File: src/rtl/opponent_color_transform_macros.svh
// ----------------------------------------------------------------------------
// opponent color transform assertion macros
// concurrent checks used by the top rtl file of the block
// ----------------------------------------------------------------------------
`ifndef OPPONENT_COLOR_TRANSFORM_MACROS_SVH
`define OPPONENT_COLOR_TRANSFORM_MACROS_SVH

`ifndef ASSERT_OFF

// same-cycle implication
`define OCX_ASSERT_IMPL(label, clk, rst_n, ante, cons) \
    label: assert property (@(posedge clk) disable iff (!rst_n) (ante) |-> (cons)) \
        else $error("ocx assertion failed");

// next-cycle implication
`define OCX_ASSERT_NEXT(label, clk, rst_n, ante, cons) \
    label: assert property (@(posedge clk) disable iff (!rst_n) (ante) |=> (cons)) \
        else $error("ocx assertion failed");

`else

`define OCX_ASSERT_IMPL(label, clk, rst_n, ante, cons)
`define OCX_ASSERT_NEXT(label, clk, rst_n, ante, cons)

`endif

`endif

File: src/rtl/ocx_pkg.sv
// ----------------------------------------------------------------------------
// ocx_pkg
// widths, coefficients, codes and rounding for the opponent color transform
// ----------------------------------------------------------------------------
package ocx_pkg;

    localparam int SAMPLE_WIDTH   = 16;
    localparam int COEF_FRAC_BITS = 16;
    localparam int NUM_CH         = 4;
    localparam int COEF_W         = COEF_FRAC_BITS + 2;
    localparam int TERM_W         = SAMPLE_WIDTH + COEF_FRAC_BITS + 2;
    localparam int SUM_W          = TERM_W + 2;
    localparam int TDATA_W        = ((NUM_CH * SAMPLE_WIDTH + 7) / 8) * 8;
    localparam int CFG_W          = 2;

    typedef logic signed [SAMPLE_WIDTH-1:0] sample_t;
    typedef logic signed [COEF_W-1:0]       coef_t;
    typedef logic signed [TERM_W-1:0]       term_t;
    typedef logic signed [SUM_W-1:0]        sum_t;

    typedef enum logic [1:0] {
        MODE_ONE   = 2'd0,
        MODE_THREE = 2'd1,
        MODE_BAYER = 2'd2
    } mode_t;

    typedef enum logic {
        REG_CHANNEL_MODE = 1'b0,
        REG_INVERSE_DIR  = 1'b1
    } cfg_index_t;

    // coefficients held at 24 fraction bits, rounded half up
    localparam longint K24_INV_SQRT3   = 9686330;
    localparam longint K24_INV_SQRT2   = 11863283;
    localparam longint K24_HALF_SQRT23 = 6849270;
    localparam int     K_SHIFT         = 24 - COEF_FRAC_BITS;
    localparam longint K_HALF          = (longint'(1) <<< K_SHIFT) >>> 1;

    localparam coef_t COEF_A = coef_t'((K24_INV_SQRT3 + K_HALF) >>> K_SHIFT);
    localparam coef_t COEF_B = coef_t'((K24_INV_SQRT2 + K_HALF) >>> K_SHIFT);
    localparam coef_t COEF_C = coef_t'((K24_HALF_SQRT23 + K_HALF) >>> K_SHIFT);

    localparam sum_t ROUND_HALF = sum_t'(longint'(1) <<< (COEF_FRAC_BITS - 1));
    localparam sum_t SAT_HI     = sum_t'((longint'(1) <<< (SAMPLE_WIDTH - 1)) - 1);
    localparam sum_t SAT_LO     = -SAT_HI - sum_t'(1);

    typedef struct packed {
        sample_t value;
        logic    sat;
    } round_t;

    // add half, floor by the coefficient scale, clip to the sample range
    function automatic round_t round_sat(input sum_t acc);
        sum_t   r;
        sum_t   q;
        round_t res;
        r = acc + ROUND_HALF;
        q = r >>> COEF_FRAC_BITS;
        res.sat = 1'b0;
        if (q > SAT_HI) begin
            q       = SAT_HI;
            res.sat = 1'b1;
        end else if (q < SAT_LO) begin
            q       = SAT_LO;
            res.sat = 1'b1;
        end
        res.value = q[SAMPLE_WIDTH-1:0];
        return res;
    endfunction

endpackage

File: src/rtl/opponent_color_transform.sv
// ----------------------------------------------------------------------------
// opponent_color_transform
// orthonormal opponent / bayer haar color transform, one pixel per beat
// ----------------------------------------------------------------------------
// s_ channel: one pixel per beat, four signed samples with 4 fraction bits
// m_ channel: the transformed pixel, clip flag in m_tuser
// cfg port: index 0 channel mode, index 1 inverse direction; write only
// while no pixel is in flight
// latency: 3 cycles from input beat to output beat (input register,
// product register, result register)
// throughput: one pixel per cycle; each stage is a constant-multiply or
// add-round-clip step between registers
// reset: pipeline empty, channel mode three channels, forward direction
// stall: when m_tready is low the result holds, the two earlier stages
// still fill, and s_tready falls once all three stages hold a pixel
// ----------------------------------------------------------------------------
`include "opponent_color_transform_macros.svh"

module opponent_color_transform
    import ocx_pkg::*;
(
    input  logic               aclk,
    input  logic               aresetn,
    input  logic               s_tvalid,
    output logic               s_tready,
    input  logic [TDATA_W-1:0] s_tdata,   // in_ch0, in_ch1, in_ch2, in_ch3
    output logic               m_tvalid,
    input  logic               m_tready,
    output logic [TDATA_W-1:0] m_tdata,   // out_ch0, out_ch1, out_ch2, out_ch3
    output logic [0:0]         m_tuser,   // saturated
    input  logic               cfg_we,
    input  logic [0:0]         cfg_index,
    input  logic [CFG_W-1:0]   cfg_wdata
);

    mode_t   mode_reg;
    logic    inv_reg;
    logic    in_valid_reg;
    logic    prod_valid_reg;
    logic    out_valid_reg;
    logic    en_in;
    logic    en_prod;
    logic    en_out;
    sample_t pix_reg [NUM_CH];
    term_t   term [NUM_CH][NUM_CH];
    sample_t ch [NUM_CH];
    logic    sat;

    assign en_out  = !out_valid_reg || m_tready;
    assign en_prod = !prod_valid_reg || en_out;
    assign en_in   = !in_valid_reg || en_prod;

    assign s_tready = en_in;
    assign m_tvalid = out_valid_reg;
    assign m_tdata  = TDATA_W'({ch[3], ch[2], ch[1], ch[0]});
    assign m_tuser  = sat;

    // config registers
    always_ff @(posedge aclk) begin
        if (!aresetn) begin
            mode_reg <= MODE_THREE;
            inv_reg  <= 1'b0;
        end else if (cfg_we) begin
            unique case (cfg_index_t'(cfg_index))
                REG_CHANNEL_MODE: mode_reg <= mode_t'(cfg_wdata[1:0]);
                REG_INVERSE_DIR:  inv_reg  <= cfg_wdata[0];
                default: ;
            endcase
        end
    end

    // stage valids
    always_ff @(posedge aclk) begin
        if (!aresetn) begin
            in_valid_reg   <= 1'b0;
            prod_valid_reg <= 1'b0;
            out_valid_reg  <= 1'b0;
        end else begin
            if (en_in) begin
                in_valid_reg <= s_tvalid;
            end
            if (en_prod) begin
                prod_valid_reg <= in_valid_reg;
            end
            if (en_out) begin
                out_valid_reg <= prod_valid_reg;
            end
        end
    end

    // input register
    always_ff @(posedge aclk) begin
        if (en_in && s_tvalid) begin
            for (int i = 0; i < NUM_CH; i++) begin
                pix_reg[i] <= s_tdata[i*SAMPLE_WIDTH +: SAMPLE_WIDTH];
            end
        end
    end

    ocx_product_stage u_product (
        .aclk     (aclk),
        .en       (en_prod),
        .mode     (mode_reg),
        .inverse  (inv_reg),
        .x        (pix_reg),
        .term_reg (term)
    );

    ocx_round_stage u_round (
        .aclk    (aclk),
        .en      (en_out),
        .term    (term),
        .ch_reg  (ch),
        .sat_reg (sat)
    );

    `OCX_ASSERT_NEXT(a_accept_fills_input, aclk, aresetn, s_tvalid && s_tready, in_valid_reg)
    `OCX_ASSERT_NEXT(a_result_moves_up, aclk, aresetn, prod_valid_reg && !m_tvalid, m_tvalid)
    `OCX_ASSERT_IMPL(a_stall_only_when_full, aclk, aresetn, !s_tready,
        in_valid_reg && prod_valid_reg && m_tvalid)
    `OCX_ASSERT_IMPL(a_sat_at_limit, aclk, aresetn, m_tvalid && sat,
        ch[0] == SAT_HI[SAMPLE_WIDTH-1:0] || ch[0] == SAT_LO[SAMPLE_WIDTH-1:0] ||
        ch[1] == SAT_HI[SAMPLE_WIDTH-1:0] || ch[1] == SAT_LO[SAMPLE_WIDTH-1:0] ||
        ch[2] == SAT_HI[SAMPLE_WIDTH-1:0] || ch[2] == SAT_LO[SAMPLE_WIDTH-1:0] ||
        ch[3] == SAT_HI[SAMPLE_WIDTH-1:0] || ch[3] == SAT_LO[SAMPLE_WIDTH-1:0])

endmodule

File: src/rtl/ocx_product_stage.sv
// ----------------------------------------------------------------------------
// ocx_product_stage
// constant products of the samples, selected into signed terms per output
// ----------------------------------------------------------------------------
module ocx_product_stage
    import ocx_pkg::*;
(
    input  logic    aclk,
    input  logic    en,
    input  mode_t   mode,
    input  logic    inverse,
    input  sample_t x [NUM_CH],
    output term_t   term_reg [NUM_CH][NUM_CH]
);

    term_t pa [NUM_CH];
    term_t pb [NUM_CH];
    term_t pc [NUM_CH];
    term_t ph [NUM_CH];
    term_t term_next [NUM_CH][NUM_CH];

    always_comb begin
        for (int i = 0; i < NUM_CH; i++) begin
            pa[i] = term_t'(x[i]) * term_t'(COEF_A);
            pb[i] = term_t'(x[i]) * term_t'(COEF_B);
            pc[i] = term_t'(x[i]) * term_t'(COEF_C);
            ph[i] = term_t'(x[i]) <<< (COEF_FRAC_BITS - 1);
        end
    end

    always_comb begin
        for (int j = 0; j < NUM_CH; j++) begin
            for (int i = 0; i < NUM_CH; i++) begin
                term_next[j][i] = '0;
            end
        end
        unique case (mode)
            MODE_ONE: begin
                term_next[0][0] = term_t'(x[0]) <<< COEF_FRAC_BITS;
            end
            MODE_THREE: begin
                if (!inverse) begin
                    term_next[0][0] = pa[0];
                    term_next[0][1] = pa[1];
                    term_next[0][2] = pa[2];
                    term_next[1][0] = pb[0];
                    term_next[1][1] = -pb[2];
                    term_next[2][0] = pc[0];
                    term_next[2][1] = -(pc[1] <<< 1);
                    term_next[2][2] = pc[2];
                end else begin
                    term_next[0][0] = pa[0];
                    term_next[0][1] = pb[1];
                    term_next[0][2] = pc[2];
                    term_next[1][0] = pa[0];
                    term_next[1][1] = -(pc[2] <<< 1);
                    term_next[2][0] = pa[0];
                    term_next[2][1] = -pb[1];
                    term_next[2][2] = pc[2];
                end
            end
            default: begin
                if (!inverse) begin
                    term_next[0][0] = ph[0];
                    term_next[0][1] = ph[1];
                    term_next[0][2] = ph[2];
                    term_next[0][3] = ph[3];
                    term_next[1][0] = pb[1];
                    term_next[1][1] = -pb[2];
                    term_next[2][0] = -ph[0];
                    term_next[2][1] = ph[1];
                    term_next[2][2] = ph[2];
                    term_next[2][3] = -ph[3];
                    term_next[3][0] = pb[3];
                    term_next[3][1] = -pb[0];
                end else begin
                    term_next[0][0] = ph[0];
                    term_next[0][1] = -ph[2];
                    term_next[0][2] = -pb[3];
                    term_next[1][0] = ph[0];
                    term_next[1][1] = pb[1];
                    term_next[1][2] = ph[2];
                    term_next[2][0] = ph[0];
                    term_next[2][1] = -pb[1];
                    term_next[2][2] = ph[2];
                    term_next[3][0] = ph[0];
                    term_next[3][1] = -ph[2];
                    term_next[3][2] = pb[3];
                end
            end
        endcase
    end

    always_ff @(posedge aclk) begin
        if (en) begin
            term_reg <= term_next;
        end
    end

endmodule

File: src/rtl/ocx_round_stage.sv
// ----------------------------------------------------------------------------
// ocx_round_stage
// sums the terms of each output, rounds, saturates and flags clipping
// ----------------------------------------------------------------------------
module ocx_round_stage
    import ocx_pkg::*;
(
    input  logic    aclk,
    input  logic    en,
    input  term_t   term [NUM_CH][NUM_CH],
    output sample_t ch_reg [NUM_CH],
    output logic    sat_reg
);

    round_t  res [NUM_CH];
    sample_t ch_next [NUM_CH];
    logic    sat_next;

    always_comb begin
        sat_next = 1'b0;
        for (int j = 0; j < NUM_CH; j++) begin
            res[j] = round_sat(sum_t'(term[j][0]) + sum_t'(term[j][1])
                             + sum_t'(term[j][2]) + sum_t'(term[j][3]));
            ch_next[j] = res[j].value;
            sat_next   = sat_next | res[j].sat;
        end
    end

    always_ff @(posedge aclk) begin
        if (en) begin
            ch_reg  <= ch_next;
            sat_reg <= sat_next;
        end
    end

endmodule

File: config.mk
export PLATFORM = sky130hd
export DESIGN_NAME = opponent_color_transform
export DESIGN_NICKNAME = d
export VERILOG_FILES = /design/src/rtl/ocx_pkg.sv /design/src/rtl/opponent_color_transform.sv /design/src/rtl/ocx_product_stage.sv /design/src/rtl/ocx_round_stage.sv
export VERILOG_INCLUDE_DIRS = /design/src /design/src/rtl
export SDC_FILE = /design/constraint.sdc
export NUM_CORES = 2
export LEC_CHECK = 0
export BUFFER_PORTS_ARGS = -buffer_cell sky130_fd_sc_hd__buf_2
export CORE_MARGIN = 5
export CORE_UTILIZATION = 60
export CTS_CLUSTER_SIZE = 28
export DETAILED_ROUTE_END_ITERATION = 6
export GPL_TIMING_DRIVEN = 0
export PLACE_DENSITY_LB_ADDON = 0.08
export RECOVER_POWER = 25
export SYNTH_ARGS = -nofsm -noshare
export SYNTH_HDL_FRONTEND = slang
export SYNTH_SLANG_ARGS = --single-unit
File: constraint.sdc
create_clock -name aclk -period 12.96 [get_ports aclk]
set_input_delay 1.296 -clock aclk [delete_from_list [all_inputs] [get_ports aclk]]
set_output_delay 1.296 -clock aclk [all_outputs]
set_load 0.01 [all_outputs]
==> results.ini <==
[synthesis]
yosysTopAreaCellShare_pct=23.0
post_synth.cell_area_avg_um2=9.64
synth_top_family_by_area=adder cells
ys_dominant_reg_cell=sky130_fd_sc_hd__edfxtp_1
synthDistinctLibCells=129
synth_largest_area_cell=sky130_fd_sc_hd__ha_1
synthesized_area_fraction_occupied_by_ao_oa_aoi_and_oai_cells_pct=14.0
synth_simple_gate_area_share_pct=10.6
syn_area_um2=82200
yosys-mux-area-fraction_pct=0.767
synth_fa_ha_area_share_pct=41.0
synth_xor_area_share_pct=6.40
syn_inst=8530
synth_async_sr_flop_share_pct=0
netlist_top_cells_area=sky130_fd_sc_hd__ha_1, sky130_fd_sc_hd__edfxtp_1, sky130_fd_sc_hd__fa_1
synth_edf_count=544
count_of_yosys_warnings_during_synthesis=0
syn_nets=10900
synth.ff_latch_count=550
synth.yosys.seq_area_share_pct=20.0

[critical_path]
cp_slowest_cell=sky130_fd_sc_hd__a221oi_1
end_kind=flop
cp_slowest_stage_delay_ns=1.31
crit_arrival_ns=11.12
critPathLaunch=pix_reg[16]$_DFFE_PP_
startpoint_types=flop
rr_startpoint=pix_reg[16]$_DFFE_PP_
crit_path_cell_trace=clkbuf_1 > clkinv_1 > ha_1 > ha_1 > inv_1 > fa_1 > inv_1 > fa_1 > fa_1 > ha_1 > ha_1 > nand2_1 > nor3_1 > and3_1 > o21ai_1 > o211a_1 > o21ai_0 > a22oi_1 > a21oi_1 > xnor2_1 > a221oi_1 > o21ai_0
worstPathRequired_ns=13.17
r2r_setup_slack_ns=2.05
worst_r2r_endpoint=u_product.term_reg[475]$_DFFE_PP_
worstSetupPathType=reg -> reg
worstRegToRegCells=22
critical_path_peak_fanout=14
critical_path.endpoint=u_product.term_reg[475]$_DFFE_PP_
worst_path_most_repeated_cell=sky130_fd_sc_hd__ha_1

[final_layout]
nNetsFinal=11100
stdcell_count=10700
most_common_cell_after_layout_fill_and_taps_aside=sky130_fd_sc_hd__ha_1
syn2layout_area_growth_pct=7.25
commonest_non_fill_non_tap_cells_in_the_layout=sky130_fd_sc_hd__ha_1, sky130_fd_sc_hd__inv_1, sky130_fd_sc_hd__fa_1
largest_reg_flops=415
design_area_um2=88200
drive_above_1_share_pct=4.37

[clock_tree]
clock-sinks=550
h-tree-depth=3
ctsRootBufferMaster=sky130_fd_sc_hd__clkbuf_16
cts_made_buffers=70
number_of_buffers_added_for_setup_after_cts=0
clkSlewWorstSetupHoldPaths_ns=0.07
cts_hold_repair.buffers=0
clockBufferDepth=3
tritoncts_clock_tree=done
worst_skew_late_latency_ns=0.73
ctsResizeCount=0

[sta]
achievable-frequency_mhz=91.7
timing.final.crit_share_pct=84.2
timing.setup.tns_ns=0
grt_setup_unrepaired=no
slew_viol_final=215
worst_margin_pin_slew_ns=3.22
worst_clock_skew_ns=0.0555
final-hold-violation-count=0
setup_viol=0
finalCriticalPeriod_ns=10.91
slew_headroom_pct=-115

[die]
fp.dieH_um=380
start_util_pct=60.6
fp.dieArea_um2=145000
placementRows=135
dieWidth_um=380
pin_count=139
placeableCoreArea_um2=136000

[grt]
grt_first_pass_wirelength_mm=468
grt_util_all_layers_pct=44.8
grt_antenna_before_repair=69
overflow=0
grt_max_degree=74
number_of_global_route_vias_before_repair=68000

[outcome]
violations=design-rule violations, max-capacitance violations, max-slew violations
result_of_the_run=finished with violations

[detailed_routing]
route.vias.total=70100
drt_pre_antenna_iters=7
totalWireLength_mm=330
detail_route.vias_per_cell=6.58
initialDrtViolationCount=8594
remaining_design_rule_violation_count=12
route.antenna.remaining_nets=0
route.detailed.wl_per_inst_um=31.0

[placement]
dp_hpwl_mm=270
placement.io_buffers=138
place_congestion=1.13
placedInstanceArea_um2=85700
place_inst=10500

[min_path]
min_path_type=reg -> reg

[flow_run]
drv_cap=14

layout make-up:
| class | count | area [µm²] |
|---|---|---|
| clock inverters | 48 | 592 |
| repair buffers | 167 | 1110 |
| multi-input cells | 6436 | 60000 |
| well taps | 1781 | 2230 |
| clock buffers | 80 | 1820 |
| plain buffers | 216 | 902 |
| diodes | 50 | 125 |
| flip-flops and latches | 550 | 16500 |
| fillers | 11100 | 47600 |
| inverters | 1328 | 4990 |
critical path: cells and delay by family (launching register included):
kind	cells	cell delay [ns]
AO/OA/AOI/OAI	7	3.18
buffers and inverters	4	1.83
XOR/XNOR	1	0.39
adder cells (fa/ha/maj)	7	3.43
AND/OR/NAND/NOR	3	0.55
flip-flops	1	0.98
through the flow:
| stage | utilization [%] | hold WS, ns | setup WS, ns |
|---|---|---|---|
| global route | 64.9 | 0.546 | 2.46 |
| global placement | 62.7 | 0.503 | -3.06 |
| floorplan | - | 0.482 | 1.63 |
| CTS | 64.9 | 0.566 | 2.93 |
| detailed placement | 63.1 | 0.563 | 2.98 |
| finish | 64.9 | 0.524 | 2.05 |
how the worst min path moves through the flow:
| stage | startpoint | to | slack (ns) | cells past startpoint |
|---|---|---|---|---|
| 6_report | in_valid_reg$_SDFFE_PN0N_ | prod_valid_reg$_SDFFE_PN0P_ | 0.52 | 2 |
| 5_1_grt | in_valid_reg$_SDFFE_PN0N_ | prod_valid_reg$_SDFFE_PN0P_ | 0.55 | 2 |
| 4_1_cts | in_valid_reg$_SDFFE_PN0N_ | prod_valid_reg$_SDFFE_PN0P_ | 0.57 | 2 |
| 3_5_place_dp | in_valid_reg$_SDFFE_PN0N_ | prod_valid_reg$_SDFFE_PN0P_ | 0.56 | 2 |
| 3_3_place_gp | in_valid_reg$_SDFFE_PN0N_ | prod_valid_reg$_SDFFE_PN0P_ | 0.50 | 2 |
| 2_1_floorplan | in_valid_reg$_SDFFE_PN0N_ | prod_valid_reg$_SDFFE_PN0P_ | 0.48 | 2 |
cells in the mapped netlist (all sizes together), types with 13 or more instances:
master and number:
clkbuf 166, o21ai 363, nor2 483, xor2 216, and2 62, o211ai 61, nor2b 68, nand3 142
a221oi 18, a31oi 77, ha 1512, a21o 195, o21bai 37, fa 738, o21a 53, a31o 24
buf 49, or2 45, nand2 480, a21boi 30, o221ai 24, nand3b 23, and4 13, o311ai 20
o22ai 69, a2111oi 19, nand4 50, a211o 25, or3 44, nand2b 65, inv 1325, a21oi 457
nor3b 18, and3 69, nor4 41, a22oi 26, a41oi 15, xnor2 384, o31ai 31, o211a 16
edfxtp 544, nor3 125, mux2i 54, a211oi 74
kinds of logic after synthesis:
| group | count (synthesis) |
|---|---|
| buf+inv | 1544 |
| fa+ha+maj | 2250 |
| compound gates | 1750 |
| flops | 550 |
| simple gates | 1774 |
| mux | 62 |
| xor+xnor | 600 |
layer usage:
layer	share of wire, %	routed length [µm]	global-route usage [%]
met4	9.1	29900	31.4
met1	36	120000	54.4
met3	13	43100	17.0
met5	0.056	184	0
met2	41	136000	65.6
Power is not shown: default switching activity piles up to over one toggle a cycle in this logic, so the estimate is an artifact.
